==> src/rtl/core/ttip_pkg.sv <==
// Shared types, constants and helpers for the streaming text-to-integer parser.
// No dependencies; every other file of the block uses this package.
package ttip_pkg;

  localparam int unsigned ChW      = 8;
  localparam int unsigned BaseW    = 6;
  localparam int unsigned PosW     = 16;
  localparam int unsigned ValW     = 64;
  localparam int unsigned ProdW    = ValW + BaseW + 1;
  localparam int unsigned CfgIdxW  = 2;
  localparam int unsigned CfgDataW = 6;

  // Offset counter stops here (text length limit and field width agree)
  localparam logic [PosW-1:0] PosCap = 16'hFFFF;

  localparam logic [BaseW-1:0] BaseAuto = 6'd0;
  localparam logic [BaseW-1:0] Base8    = 6'd8;
  localparam logic [BaseW-1:0] Base10   = 6'd10;
  localparam logic [BaseW-1:0] Base16   = 6'd16;

  // Character codes
  localparam logic [ChW-1:0] ChSpace = 8'h20;
  localparam logic [ChW-1:0] ChPlus  = 8'h2B;
  localparam logic [ChW-1:0] ChMinus = 8'h2D;
  localparam logic [ChW-1:0] ChZero  = 8'h30;
  localparam logic [ChW-1:0] ChUpX   = 8'h58;
  localparam logic [ChW-1:0] ChLowX  = 8'h78;

  // Signed limits; the negative ones are magnitudes
  localparam logic [ValW-1:0] Lim32Pos = 64'h0000_0000_7FFF_FFFF;
  localparam logic [ValW-1:0] Lim32Neg = 64'h0000_0000_8000_0000;
  localparam logic [ValW-1:0] Lim64Pos = 64'h7FFF_FFFF_FFFF_FFFF;
  localparam logic [ValW-1:0] Lim64Neg = 64'h8000_0000_0000_0000;

  typedef enum logic [CfgIdxW-1:0] {
    CFG_BASE   = 2'd0,
    CFG_SIGNED = 2'd1,
    CFG_WIDE   = 2'd2
  } cfg_idx_e;

  typedef enum logic [2:0] {
    PH_IDLE,
    PH_LEAD,
    PH_SIGNED,
    PH_ZERO,
    PH_DIGITS,
    PH_DONE
  } phase_e;

  typedef struct packed {
    logic [BaseW-1:0] base_select;
    logic             signed_mode;
    logic             wide_mode;
  } cfg_t;

  typedef struct packed {
    phase_e           phase;
    logic [ValW-1:0]  acc;
    logic             neg;
    logic             ovf;
    logic             seen;
    logic [BaseW-1:0] base;
    logic [PosW-1:0]  pos;
  } parse_st_t;

  typedef struct packed {
    logic [ValW-1:0] value;
    logic [PosW-1:0] end_offset;
    logic            range_error;
    logic            found_digits;
  } result_t;

  typedef struct packed {
    logic             ok;
    logic [BaseW-1:0] val;
  } digit_t;

  // Map a character to its digit value (0-9, A-Z, a-z)
  function automatic digit_t digit_value(logic [ChW-1:0] c);
    digit_t d;
    d.ok  = 1'b1;
    d.val = '0;
    if (c inside {[8'h30:8'h39]}) begin
      d.val = BaseW'(c - 8'h30);
    end else if (c inside {[8'h41:8'h5A]}) begin
      d.val = BaseW'(c - 8'h37);
    end else if (c inside {[8'h61:8'h7A]}) begin
      d.val = BaseW'(c - 8'h57);
    end else begin
      d.ok = 1'b0;
    end
    return d;
  endfunction

endpackage

==> src/rtl/core/ttip_if.sv <==
// Valid/ready channel interfaces for the parser's character input and result output.
// Depends on ttip_pkg for field widths.
interface ttip_in_if;
  logic                     valid;
  logic                     ready;
  logic [ttip_pkg::ChW-1:0] ch;
  logic                     first;

  modport source (output valid, output ch, output first, input ready);
  modport sink   (input valid, input ch, input first, output ready);
endinterface

interface ttip_out_if;
  logic                      valid;
  logic                      ready;
  logic [ttip_pkg::ValW-1:0] value;
  logic [ttip_pkg::PosW-1:0] end_offset;
  logic                      range_error;
  logic                      found_digits;

  modport source (output valid, output value, output end_offset, output range_error,
                  output found_digits, input ready);
  modport sink   (input valid, input value, input end_offset, input range_error,
                  input found_digits, output ready);
endinterface

==> src/rtl/core/ttip_cfg.sv <==
// Configuration register bank: base select, signed mode and wide mode.
// Depends on ttip_pkg.
module ttip_cfg (
  input  logic                          clk_i,
  input  logic                          rst_ni,
  input  logic                          cfg_we_i,
  input  logic [ttip_pkg::CfgIdxW-1:0]  cfg_idx_i,
  input  logic [ttip_pkg::CfgDataW-1:0] cfg_wdata_i,
  output ttip_pkg::cfg_t                cfg_o
);
  import ttip_pkg::*;

  cfg_t cfg_q;

  // Write the addressed register; unknown indexes are dropped
  always_ff @(posedge clk_i or negedge rst_ni) begin
    if (!rst_ni) begin
      cfg_q.base_select <= Base10;
      cfg_q.signed_mode <= 1'b1;
      cfg_q.wide_mode   <= 1'b1;
    end else if (cfg_we_i) begin
      case (cfg_idx_i)
        CFG_BASE:   cfg_q.base_select <= cfg_wdata_i[BaseW-1:0];
        CFG_SIGNED: cfg_q.signed_mode <= cfg_wdata_i[0];
        CFG_WIDE:   cfg_q.wide_mode   <= cfg_wdata_i[0];
        default: ;
      endcase
    end
  end

  assign cfg_o = cfg_q;

endmodule

==> src/rtl/core/ttip_step.sv <==
// Per-character parse step: next parser state, digit multiply-add with limit check,
// and the result word. Purely combinational; depends on ttip_pkg.
module ttip_step (
  input  ttip_pkg::parse_st_t         st_i,
  input  ttip_pkg::cfg_t              cfg_i,
  input  logic [ttip_pkg::ChW-1:0]    ch_i,
  input  logic                        first_i,
  output ttip_pkg::parse_st_t         st_o,
  output logic                        emit_o,
  output ttip_pkg::result_t           res_o
);
  import ttip_pkg::*;

  parse_st_t        st_d;
  phase_e           cur_phase;
  logic             active;
  logic             start;
  logic             to_digit;
  logic             is_space;
  digit_t           dig;
  logic [BaseW-1:0] mul_base;
  logic [ProdW-1:0] prod;
  logic [ValW-1:0]  lim;

  assign dig      = digit_value(ch_i);
  assign is_space = (ch_i == ChSpace) || (ch_i inside {[8'd9:8'd13]});

  always_comb begin
    st_d      = st_i;
    active    = 1'b1;
    start     = 1'b0;
    to_digit  = 1'b0;
    emit_o    = 1'b0;
    cur_phase = first_i ? PH_LEAD : st_i.phase;

    // Restart on a new string, drop characters while idle or finished
    if (first_i) begin
      st_d.pos   = '0;
      st_d.acc   = '0;
      st_d.neg   = 1'b0;
      st_d.ovf   = 1'b0;
      st_d.seen  = 1'b0;
      st_d.base  = cfg_i.base_select;
      st_d.phase = PH_LEAD;
    end else if (st_i.phase == PH_IDLE || st_i.phase == PH_DONE) begin
      active = 1'b0;
    end else if (st_i.pos < PosCap) begin
      st_d.pos = st_i.pos + PosW'(1);
    end

    // Leading part: white space, sign, zero and prefix
    if (active) begin
      case (cur_phase)
        PH_LEAD: begin
          if (is_space) begin
            st_d.phase = PH_LEAD;
          end else if (ch_i == ChMinus && cfg_i.signed_mode) begin
            st_d.neg   = 1'b1;
            st_d.phase = PH_SIGNED;
          end else if (ch_i == ChPlus) begin
            st_d.phase = PH_SIGNED;
          end else begin
            start = 1'b1;
          end
        end
        PH_SIGNED: start = 1'b1;
        PH_ZERO: begin
          if (ch_i == ChLowX || ch_i == ChUpX) begin
            st_d.base  = Base16;
            st_d.phase = PH_DIGITS;
          end else begin
            if (st_d.base == BaseAuto) st_d.base = Base8;
            // The leading zero counts as a digit; the value stays zero
            st_d.seen = 1'b1;
            to_digit  = 1'b1;
          end
        end
        PH_DIGITS: to_digit = 1'b1;
        default: ;
      endcase
    end

    // Number start: hold a leading zero when a prefix may follow
    if (start) begin
      if ((st_d.base == BaseAuto || st_d.base == Base16) && ch_i == ChZero) begin
        st_d.phase = PH_ZERO;
      end else begin
        if (st_d.base == BaseAuto) st_d.base = Base10;
        to_digit = 1'b1;
      end
    end

    // Multiply-add; the product against the limit replaces the cutoff test
    mul_base = (st_d.base == BaseAuto) ? Base10 : st_d.base;
    prod     = ProdW'(st_d.acc) * ProdW'(mul_base) + ProdW'(dig.val);
    if (cfg_i.wide_mode) lim = st_d.neg ? Lim64Neg : Lim64Pos;
    else                 lim = st_d.neg ? Lim32Neg : Lim32Pos;

    // Digit: accumulate, or end the number
    if (to_digit) begin
      st_d.phase = PH_DIGITS;
      if (dig.ok && dig.val < st_d.base) begin
        st_d.seen = 1'b1;
        if (cfg_i.signed_mode) begin
          if (st_d.ovf || prod > ProdW'(lim)) st_d.ovf = 1'b1;
          else                                 st_d.acc = prod[ValW-1:0];
        end else begin
          st_d.acc = prod[ValW-1:0];
        end
      end else begin
        emit_o     = 1'b1;
        st_d.phase = PH_DONE;
      end
    end
  end

  // Form the result word from the updated state
  always_comb begin
    res_o.value = '0;
    if (st_d.seen) begin
      if (cfg_i.signed_mode) begin
        if (st_d.ovf) res_o.value = st_d.neg ? (ValW'(0) - lim) : lim;
        else          res_o.value = st_d.neg ? (ValW'(0) - st_d.acc) : st_d.acc;
      end else begin
        res_o.value = st_d.acc;
      end
    end
    res_o.end_offset   = st_d.seen ? st_d.pos : '0;
    res_o.range_error  = st_d.seen && cfg_i.signed_mode && st_d.ovf;
    res_o.found_digits = st_d.seen;
  end

  assign st_o = st_d;

endmodule

==> src/rtl/core/text_to_integer_parser_core.sv <==
// Top level of the streaming text-to-integer parser: input register, parser state,
// result register. Depends on ttip_pkg, ttip_if, ttip_cfg and ttip_step.
//
// The parser takes one character word per cycle unless the result side stalls, and
// emits one result word on the character that ends a number (value, end offset,
// range and digit flags). The character is captured in the input register at its
// accepting edge, and the step logic loads the result register from it once the
// result register has room. The 64x6 multiply-add and limit compare in ttip_step
// lie in the same combinational path as the state update. Stalls on the result
// side back up into the input register and then the input channel.
// Configuration writes take effect on the next character that reaches the step logic.
module text_to_integer_parser_core (
  input  logic                          clk_i,
  input  logic                          rst_ni,
  ttip_in_if.sink                       in_port,
  ttip_out_if.source                    out_port,
  input  logic                          cfg_we_i,
  input  logic [ttip_pkg::CfgIdxW-1:0]  cfg_idx_i,
  input  logic [ttip_pkg::CfgDataW-1:0] cfg_wdata_i
);
  import ttip_pkg::*;

  cfg_t            cfg;
  parse_st_t       st_q;
  parse_st_t       st_d;
  result_t         res_d;
  result_t         res_q;
  logic            emit;
  logic            in_valid_q;
  logic [ChW-1:0]  in_ch_q;
  logic            in_first_q;
  logic            out_valid_q;
  logic            advance;

  ttip_cfg u_cfg (
    .clk_i       (clk_i),
    .rst_ni      (rst_ni),
    .cfg_we_i    (cfg_we_i),
    .cfg_idx_i   (cfg_idx_i),
    .cfg_wdata_i (cfg_wdata_i),
    .cfg_o       (cfg)
  );

  ttip_step u_step (
    .st_i    (st_q),
    .cfg_i   (cfg),
    .ch_i    (in_ch_q),
    .first_i (in_first_q),
    .st_o    (st_d),
    .emit_o  (emit),
    .res_o   (res_d)
  );

  // Advance the held word when the result register has room
  assign advance       = in_valid_q && (!out_valid_q || out_port.ready);
  assign in_port.ready = !in_valid_q || advance;

  // Input register
  always_ff @(posedge clk_i or negedge rst_ni) begin
    if (!rst_ni) begin
      in_valid_q <= 1'b0;
    end else if (in_port.ready) begin
      in_valid_q <= in_port.valid;
    end
  end

  always_ff @(posedge clk_i) begin
    if (in_port.ready && in_port.valid) begin
      in_ch_q    <= in_port.ch;
      in_first_q <= in_port.first;
    end
  end

  // Parser state
  always_ff @(posedge clk_i or negedge rst_ni) begin
    if (!rst_ni) begin
      st_q.phase <= PH_IDLE;
      st_q.acc   <= '0;
      st_q.neg   <= 1'b0;
      st_q.ovf   <= 1'b0;
      st_q.seen  <= 1'b0;
      st_q.base  <= Base10;
      st_q.pos   <= '0;
    end else if (advance) begin
      st_q <= st_d;
    end
  end

  // Result register
  always_ff @(posedge clk_i or negedge rst_ni) begin
    if (!rst_ni) begin
      out_valid_q <= 1'b0;
    end else if (advance && emit) begin
      out_valid_q <= 1'b1;
    end else if (out_port.ready) begin
      out_valid_q <= 1'b0;
    end
  end

  always_ff @(posedge clk_i) begin
    if (advance && emit) begin
      res_q <= res_d;
    end
  end

  assign out_port.valid        = out_valid_q;
  assign out_port.value        = res_q.value;
  assign out_port.end_offset   = res_q.end_offset;
  assign out_port.range_error  = res_q.range_error;
  assign out_port.found_digits = res_q.found_digits;

  // A new result word only follows a word held in the input register
  a_result_from_input : assert property (@(posedge clk_i) disable iff (!rst_ni)
    $rose(out_valid_q) |-> $past(in_valid_q))
    else $error("result appeared without an input word");

  // A string start always takes the parser out of idle
  a_start_leaves_idle : assert property (@(posedge clk_i) disable iff (!rst_ni)
    (advance && in_first_q) |=> (st_q.phase != PH_IDLE))
    else $error("parser idle after string start");

  // No digits means an all-zero result
  a_no_digit_zero : assert property (@(posedge clk_i) disable iff (!rst_ni)
    (out_valid_q && !res_q.found_digits) |->
      (res_q.value == '0 && res_q.end_offset == '0 && !res_q.range_error))
    else $error("nonzero result without digits");

  // Saturation flag requires signed accumulation in progress
  a_ovf_signed : assert property (@(posedge clk_i) disable iff (!rst_ni)
    (advance && !st_q.ovf && st_d.ovf) |-> (cfg.signed_mode && st_d.seen))
    else $error("overflow flagged outside signed accumulation");

endmodule

==> src/flat_wrapper.sv <==
// flat-port wrapper written by rule: the top's interface ports become plain ports
module text_to_integer_parser_core_flat import ttip_pkg::*;
  (clk_i, rst_ni, cfg_we_i, cfg_idx_i, cfg_wdata_i, in_port_valid, in_port_ch, in_port_first, in_port_ready, out_port_valid, out_port_value, out_port_end_offset, out_port_range_error, out_port_found_digits, out_port_ready);
  ttip_in_if in_port_i ();
  ttip_out_if out_port_i ();
  input  logic clk_i;
  input  logic rst_ni;
  input  logic cfg_we_i;
  input  logic [ttip_pkg::CfgIdxW-1:0] cfg_idx_i;
  input  logic [ttip_pkg::CfgDataW-1:0] cfg_wdata_i;
  input wire logic [$bits(in_port_i.valid)-1:0] in_port_valid;
  input wire logic [$bits(in_port_i.ch)-1:0] in_port_ch;
  input wire logic [$bits(in_port_i.first)-1:0] in_port_first;
  output wire logic [$bits(in_port_i.ready)-1:0] in_port_ready;
  output wire logic [$bits(out_port_i.valid)-1:0] out_port_valid;
  output wire logic [$bits(out_port_i.value)-1:0] out_port_value;
  output wire logic [$bits(out_port_i.end_offset)-1:0] out_port_end_offset;
  output wire logic [$bits(out_port_i.range_error)-1:0] out_port_range_error;
  output wire logic [$bits(out_port_i.found_digits)-1:0] out_port_found_digits;
  input wire logic [$bits(out_port_i.ready)-1:0] out_port_ready;
  assign in_port_i.valid = in_port_valid;
  assign in_port_i.ch = in_port_ch;
  assign in_port_i.first = in_port_first;
  assign in_port_ready = in_port_i.ready;
  assign out_port_valid = out_port_i.valid;
  assign out_port_value = out_port_i.value;
  assign out_port_end_offset = out_port_i.end_offset;
  assign out_port_range_error = out_port_i.range_error;
  assign out_port_found_digits = out_port_i.found_digits;
  assign out_port_i.ready = out_port_ready;
  text_to_integer_parser_core u_core (.clk_i(clk_i), .rst_ni(rst_ni), .in_port(in_port_i), .out_port(out_port_i), .cfg_we_i(cfg_we_i), .cfg_idx_i(cfg_idx_i), .cfg_wdata_i(cfg_wdata_i));
endmodule
==> config.mk <==
export PLATFORM = sky130hd
export DESIGN_NAME = text_to_integer_parser_core_flat
export DESIGN_NICKNAME = d
export VERILOG_FILES = /design/src/rtl/core/ttip_pkg.sv /design/src/rtl/core/ttip_if.sv /design/src/rtl/core/ttip_cfg.sv /design/src/rtl/core/ttip_step.sv /design/src/rtl/core/text_to_integer_parser_core.sv /design/src/flat_wrapper.sv
export SDC_FILE = /design/constraint.sdc
export NUM_CORES = 2
export LEC_CHECK = 0
export BUFFER_PORTS_ARGS = -buffer_cell sky130_fd_sc_hd__buf_2
export CAP_MARGIN = 20
export CORE_ASPECT_RATIO = 0.6
export CORE_UTILIZATION = 40
export DETAILED_ROUTE_END_ITERATION = 8
export GPL_ROUTABILITY_DRIVEN = 0
export SLEW_MARGIN = 0
export SYNTH_ARGS = -nofsm -noshare
export SYNTH_HDL_FRONTEND = slang
export SYNTH_SLANG_ARGS = --single-unit
==> constraint.sdc <==
create_clock -name clk_i -period 14.9 [get_ports clk_i]
set_input_delay 0.745 -clock clk_i [delete_from_list [all_inputs] [get_ports clk_i]]
set_output_delay 0.745 -clock clk_i [all_outputs]
set_load 0.005 [all_outputs]
== Word-level counts from Yosys, hierarchy flattened ==
Index checks and enable logic that the tools add are counted.

* Register bits: 193
* Bits in latches: 0
* Memory bits (writable): 0
* ROM bits: 0
* Input port bits: 22
* Word-level logic and storage cells: 145
* Memories kept: 0

* Add/subtract/negate cells: 7
* $mul: 1
* Div/mod/pow operators: 0
* Order comparisons: 11
* Equality and inequality tests: 14
* Shift-type cells: 0
* Multiplexer cells: 64
* Bitwise logic cells: 0
* Reduce and logical (&&, ||, !) cells: 30

{| class="wikitable"
|+ Operator list
! operator !! count
|-
| $mux 64 || 9
|-
| $sub 1x64->64 const A || 2
|-
| $mux 76 || 1
|-
| $add 70x6->71 || 1
|-
| $gt 71x64->1 || 1
|-
| $mul 64x6->70 || 1
|-
| $mux 67 || 1
|-
| $mux 6 || 9
|-
| $mux 16 || 3
|-
| $eq 8x6->1 const B || 4
|-
| $mux 32 || 1
|-
| $mux 1 || 25
|-
| $mux 3 || 8
|-
| $logic_not 6->1 || 3
|-
| $add 16x1->16 const B || 1
|-
| $eq 8x7->1 const B || 2
|-
| $ge 8x7->1 const B || 2
|-
| $le 8x7->1 const B || 2
|-
| $lt 16x16->1 const B || 1
|-
| $mux 7 || 2
|-
| $logic_and 1x1->1 || 12
|-
| $sub 6x6->6 const B || 2
|-
| $ge 8x4->1 const B || 1
|-
| $ge 8x6->1 const B || 1
|-
| 19 further kinds || 32
|}

== Logic depth before layout (Yosys ltp) ==
* Word-level depth: 25
* Mapped depth: 55
* Depth with buffers taken out: 49

== By module ==
Synthesis repeated with hierarchy kept, for this count alone.

* Cells, all modules: 3451
* Area total of the unflattened synthesis: 29097.9 um^2

{| class="wikitable"
|+ By module, submodules not included
! module !! times used !! cells an instance !! area an instance (um^2) !! sequential area each (um^2)
|-
| ttip_step || 1 || 3136 || 22099.9 || 0.0
|-
| text_to_integer_parser_core || 1 || 296 || 6668.9 || 5087.4
|-
| ttip_cfg || 1 || 19 || 329.1 || 205.2
|}

== Worst setup path after synthesis ==
No wires, ideal clock.

* Path type: flip-flop to flip-flop
* Start: register u_core.in_first_q
* End: register u_core.res_q, in the netlist u_core.out_port.value[60], data pin
* Setup time: 261 ps
* Arrival time: 12224 ps
* Data required time: 14639 ps
* Slack: 2415 ps
* Cell stages (with the launch flop): 53
* Period minus slack after synthesis: 12485 ps
* Cells stage by stage: edfxtp_1 clkbuf_1 clkbuf_1 clkbuf_1 clkbuf_1 clkbuf_1 clkbuf_1 mux2i_1 nor2_1 clkbuf_1 nand2_1 fa_1 fa_1 inv_1 fa_1 inv_1 fa_1 inv_1 [17 not listed] o2bb2ai_4 buf_8 buf_6 buf_2 buf_2 nor2_1 a21oi_1 ha_1 nand3_1 nor4b_1 and4b_1 nand4_1 nor4_2 nand4_1 mux2i_1 and4b_1 nor4_1 a311o_1

* Word-level cells in the longest chain between the ends: 25
* Elaborated cells on any way between the ends: 55
* Classes of those cells: add/sub (3); mul (1); order compare (2); eq/ne (5); mux (37); reduce/logical (7)

{| class="wikitable"
|+ Ends and longest elaborated chain
! item !! line !! source
|-
| start, declared || text_to_integer_parser_core.sv:31 || <nowiki>logic in_first_q;</nowiki>
|-
| start signal, assigned || text_to_integer_parser_core.sv:70 || <nowiki>in_first_q <= in_port.first;</nowiki>
|-
| $mux 76 || ttip_step.sv:37 || <nowiki>if (first_i) begin</nowiki>
|-
| $logic_not 6->1 || ttip_step.sv:72 || <nowiki>if (st_d.base == BaseAuto) st_d.base = Base8;</nowiki>
|-
| $mux 6 || ttip_step.sv:72 ||
|-
| $mux 6 || ttip_step.sv:68 || <nowiki>if (ch_i == ChLowX || ch_i == ChUpX) begin</nowiki>
|-
| $mux 7 || ttip_step.sv:53 || <nowiki>case (cur_phase)</nowiki>
|-
| $mux 7 || ttip_step.sv:52 || <nowiki>if (active) begin</nowiki>
|-
| $eq 6x5->1 or $logic_not 6->1 (tied branches) || ttip_step.sv:85, ttip_step.sv:88 ||
|-
| $logic_or 1x1->1 || ttip_step.sv:85 || <nowiki>if ((st_d.base == BaseAuto || st_d.base == Base16) && ch_i == ChZero) begin</nowiki>
|-
| [9 not listed] || -- ||
|-
| $mux 64 || ttip_step.sv:105 || <nowiki>if (st_d.ovf || prod > ProdW'(lim)) st_d.ovf = 1'b1;</nowiki>
|-
| $mux 64 || ttip_step.sv:104 || <nowiki>if (cfg_i.signed_mode) begin</nowiki>
|-
| $mux 64 || ttip_step.sv:102 || <nowiki>if (dig.ok && dig.val < st_d.base) begin</nowiki>
|-
| $mux 67 || ttip_step.sv:100 || <nowiki>if (to_digit) begin</nowiki>
|-
| $sub 1x64->64 || ttip_step.sv:123 || <nowiki>else res_o.value = st_d.neg ? (ValW'(0) - st_d.acc) : st_d.acc;</nowiki>
|-
| $mux 64 || ttip_step.sv:123 ||
|-
| $mux 64 || ttip_step.sv:122 || <nowiki>if (st_d.ovf) res_o.value = st_d.neg ? (ValW'(0) - lim) : lim;</nowiki>
|-
| $mux 64 || ttip_step.sv:121 || <nowiki>if (cfg_i.signed_mode) begin</nowiki>
|-
| end signal, assigned || text_to_integer_parser_core.sv:102 || <nowiki>res_q <= res_d;</nowiki>
|-
| end, declared || text_to_integer_parser_core.sv:27 || <nowiki>result_t res_q;</nowiki>
|}

Several ways; a longest one is shown, not always the timed one.
A chain may end at the register's enable or synchronous reset.

== Final worst setup path ==
* Start: register u_core.st_q[90] in the netlist's numbering
* End: register u_core.res_q, in the netlist u_core.out_port.value[60], data pin

* Word-level cells in the longest chain between the ends: 24
* Elaborated cells on any way between the ends: 52
* Classes of those cells: add/sub (3); mul (1); order compare (2); eq/ne (6); mux (32); reduce/logical (8)

{| class="wikitable"
|+ Ends and longest elaborated chain
! item !! line !! source
|-
| start, declared || text_to_integer_parser_core.sv:24 || <nowiki>parse_st_t st_q;</nowiki>
|-
| start signal, assigned || text_to_integer_parser_core.sv:85 || <nowiki>st_q <= st_d;</nowiki>
|-
| $eq 3x3->1 or $logic_not 3->1 (tied branches) || ttip_step.sv:45 || <nowiki>end else if (st_i.phase == PH_IDLE || st_i.phase == PH_DONE) begin</nowiki>
|-
| $logic_or 1x1->1 || ttip_step.sv:45 ||
|-
| $mux 1 || ttip_step.sv:45 ||
|-
| $mux 1 || ttip_step.sv:37 ||
|-
| $mux 7 || ttip_step.sv:52 ||
|-
| $eq 6x5->1 or $logic_not 6->1 (tied branches) || ttip_step.sv:85, ttip_step.sv:88 ||
|-
| $logic_or 1x1->1 || ttip_step.sv:85 ||
|-
| $logic_and 1x1->1 || ttip_step.sv:85 ||
|-
| [8 not listed] || -- ||
|-
| $mux 64 || ttip_step.sv:105 ||
|-
| $mux 64 || ttip_step.sv:104 ||
|-
| $mux 64 || ttip_step.sv:102 ||
|-
| $mux 67 || ttip_step.sv:100 ||
|-
| $sub 1x64->64 || ttip_step.sv:123 ||
|-
| $mux 64 || ttip_step.sv:123 ||
|-
| $mux 64 || ttip_step.sv:122 ||
|-
| $mux 64 || ttip_step.sv:121 ||
|}

Several ways; a longest one is shown, not always the timed one.

==> flow_metrics.tcl <==
set metrics [dict create \
    clkSinkCount 193 \
    async_flop_share_pct 52.8 \
    setup_tns_ps 0 \
    antenna_found_initial 4 \
    tightestPinTransition_ps 1270 \
    fmax_mhz 69.8 \
    drive_gt1_share_pct 9.90 \
    leakagePower_nw 14.2 \
    peakVddDrop_v 0.000121 \
    cp-startpoint "u_core.st_q[90]" \
    crit_cells 44 \
    crit_top_cell "ha_1" \
    placed_area_sq_mm 0.0298 \
    slew_headroom_pct 14.8 \
    met1_usage_pct 46.0 \
    io_pins 106 \
    r2r_start "u_core.st_q[90]" \
    detail_route.first_pass.iterations 6 \
    cp_slowest_cell "nor3_1" \
    num_rows 75 \
    period_share_pct 96.1 \
    cts_tree "built" \
    layout_common_cells "503 x nand2_1, 440 x nor2_1, 252 x fa_1" \
    htree_levels 4 \
    grt_pass1_vias 25300 \
    maxCapViolCount 0 \
    num-nets-final 3998 \
    critPathLaunchType "flip-flop" \
    whs_ps 268 \
    cts.clk_slew.worst_paths_ps 70 \
    die_w_um 346 \
    io_buffers 105 \
    grt_overflow 0 \
    dieArea_sq_mm 0.0722 \
    r2r_cells 44 \
    dp_hpwl_um 85700 \
    final_common_cell "nand2_1" \
    cts-root-buf "clkbuf_16" \
    cp-endpoint "u_core.out_port.value[60]" \
    synth_edf_count 91 \
    die_h_um 209 \
    min_path_type "in -> async" \
    path_max_fanout 11 \
    ctsLongestPathBuffers 2 \
    synth_seq_area_share_pct 18.6 \
    syn2layout_area_growth_pct 7.28 \
    vias 27400 \
    cp.arrival_ps 14550 \
    drtIter0Drc 3608 \
    grt_max_degree 104 \
    track_usage_pct 29.8 \
    cp_data_required_time_ps 15130 \
    syn-num-nets 3990 \
    ys_seq_elements 193 \
    rsz0062_at_grt "no" \
    r2r-end "u_core.out_port.value[60]" \
    grtUsageMet2_pct 36.2 \
    postSynthAreaPerCell_sq_um 8.16 \
    hold_buffers 0 \
    hold_violations 0 \
    grt_most_used_layer "met1" \
    gr-usage-met3_pct 14.8 \
    end_kind "flip-flop" \
    critPathTopFamily "simple AND/OR/NAND/NOR gates" \
    ys.flop_type "dfrtp_1" \
    start_util_pct 40.6 \
    status "completed" \
    critPathMaxStageDelay_ps 740 \
    skew_ps 15.0 \
    setup_viol 0 \
    powerDensity_mw_per_mm2 84.7 \
    path_buf_inv 5 \
    wl_per_cell_um 24.4 \
    synth_cell_types 113 \
    routed_via_density 6.20 \
    drc 0 \
    wl_um 108000 \
    path_class "reg -> reg" \
    slew_violations 0 \
    final_area_sq_mm 0.0305 \
    grt_pass1_wl_um 163000 \
    ant_nets 0 \
    cts_buffers 17 \
    yosysWarnings 0 \
    netlist_instances 3484 \
    synth_area_sq_mm 0.0284 \
    regToRegSetupSlack_ps 580 \
    core_area_sq_mm 0.0701 \
    clk_latency_ps 480 \
    period_needed_ps 14320 \
]
[state kept, by name, indices dropped and copies added, names as in the netlist]
name	cells
u_core.in_first_q	1
u_core.in_valid_q	1
u_core.out_port.valid	1
u_core.in_ch_q	8
u_core.st_q	92
u_core.u_cfg.cfg_o	8
u_core.out_port.value	64
u_core.out_port.range_error	1
u_core.out_port.end_offset	16
u_core.out_port.found_digits	1
[worst reg2reg max path: cells and delay by family (launching register included)]
kind | cells | cell delay, ps
AO/OA/AOI/OAI | 13 | 3700
XOR/XNOR | 1 | 550
adder cells (fa/ha/maj) | 7 | 3000
buffers and inverters | 5 | 900
flip-flops | 1 | 490
multiplexers | 1 | 430
AND/OR/NAND/NOR | 17 | 5020
[cell families (layout without fill, tap and decap cells)]
logic type,Yosys count,after routing,share of synthesized area [%]
flip-flops,193,193,18.6
XOR/XNOR,60,60,1.85
AO/OA/AOI/OAI,761,761,17.1
AND/OR/NAND/NOR,1447,1447,23.7
buffers and inverters,415,436,6.21
multiplexers,124,124,4.58
other,0,1,0
adder cells (fa/ha/maj),484,484,27.9
[Yosys cell counts, drive strengths merged (38+ instances only)]
cell type / count / area, sq um
a21oi: 207 / 1050
nor2: 444 / 1670
mux2: 40 / 450
inv: 214 / 803
buf: 65 / 389
nor2b: 46 / 288
nor3: 79 / 405
nand2: 504 / 1890
a31oi: 45 / 282
mux2i: 84 / 853
dfrtp: 96 / 2400
nand3: 74 / 370
nand4: 53 / 332
fa: 252 / 5040
nand2b: 38 / 240
ha: 232 / 2900
clkbuf: 135 / 569
o21ai: 235 / 1190
edfxtp: 91 / 2730
[timing repair]
| action | 4_1_cts | 5_1_grt |
|---|---|---|
| setup buffers | 0 | 2 |
| resized for setup | 0 | 7 |
| endpoints found under the setup margin | 0 | 21 |
[final cells by class]
class	count	area [sq um]
antenna	1	2.50
sequential	193	5290
inverter	215	807
fill	7023	39600
multi-input combinational	2876	21500
clock inverter	11	82.6
timing repair buffer	189	1240
clock buffer	21	440
tap	924	1160
[stage by stage]
| step | setup slack, ps | cells | total power (W) | utilization, % |
|---|---|---|---|---|
| after detailed placement | 644 | 4389 | 0.00206 | 42.6 |
| after floorplan | 2420 | 3484 | 0.00157 | - |
| after CTS | 563 | 4421 | 0.00251 | 43.3 |
| after global placement | 915 | 4389 | 0.00206 | 42.6 |
| after global routing | 61.2 | 4429 | 0.00270 | 43.5 |
| final | 576 | 4430 | 0.00259 | 43.5 |
[where the power goes]
part,switching (W),leakage [nW],total (W),internal [W]
Clock,0.000231,0.254,0.000446,0.000215
Combinational,0.000995,11.7,0.00142,0.000429
Sequential,0.0000562,2.26,0.000716,0.000660
Total,0.00128,14.2,0.00259,0.00130
[routing by layer]
metal	routed length (um)	share of wire [%]	vias up
met5	75	0.069	-
met2	38500	36	1693
met1	49700	46	13400
li1	-	-	12200
met4	1470	1.4	10
met3	18200	17	123
[how the worst min path moves through the flow]
stage                                from           endpoint  slack (ps)  depth (start not counted)
after floorplan           u_core.st_q[73]    u_core.st_q[73]         440                          2
after global placement    u_core.st_q[81]    u_core.st_q[81]         450                          2
after detailed placement  u_core.st_q[73]    u_core.st_q[73]         450                          2
after CTS                          rst_ni    u_core.st_q[13]         300                          1
after global routing               rst_ni  u_core.in_valid_q         310                          1
final                              rst_ni  u_core.in_valid_q         270                          1
Note: power is estimated with default switching activity, not from simulation.
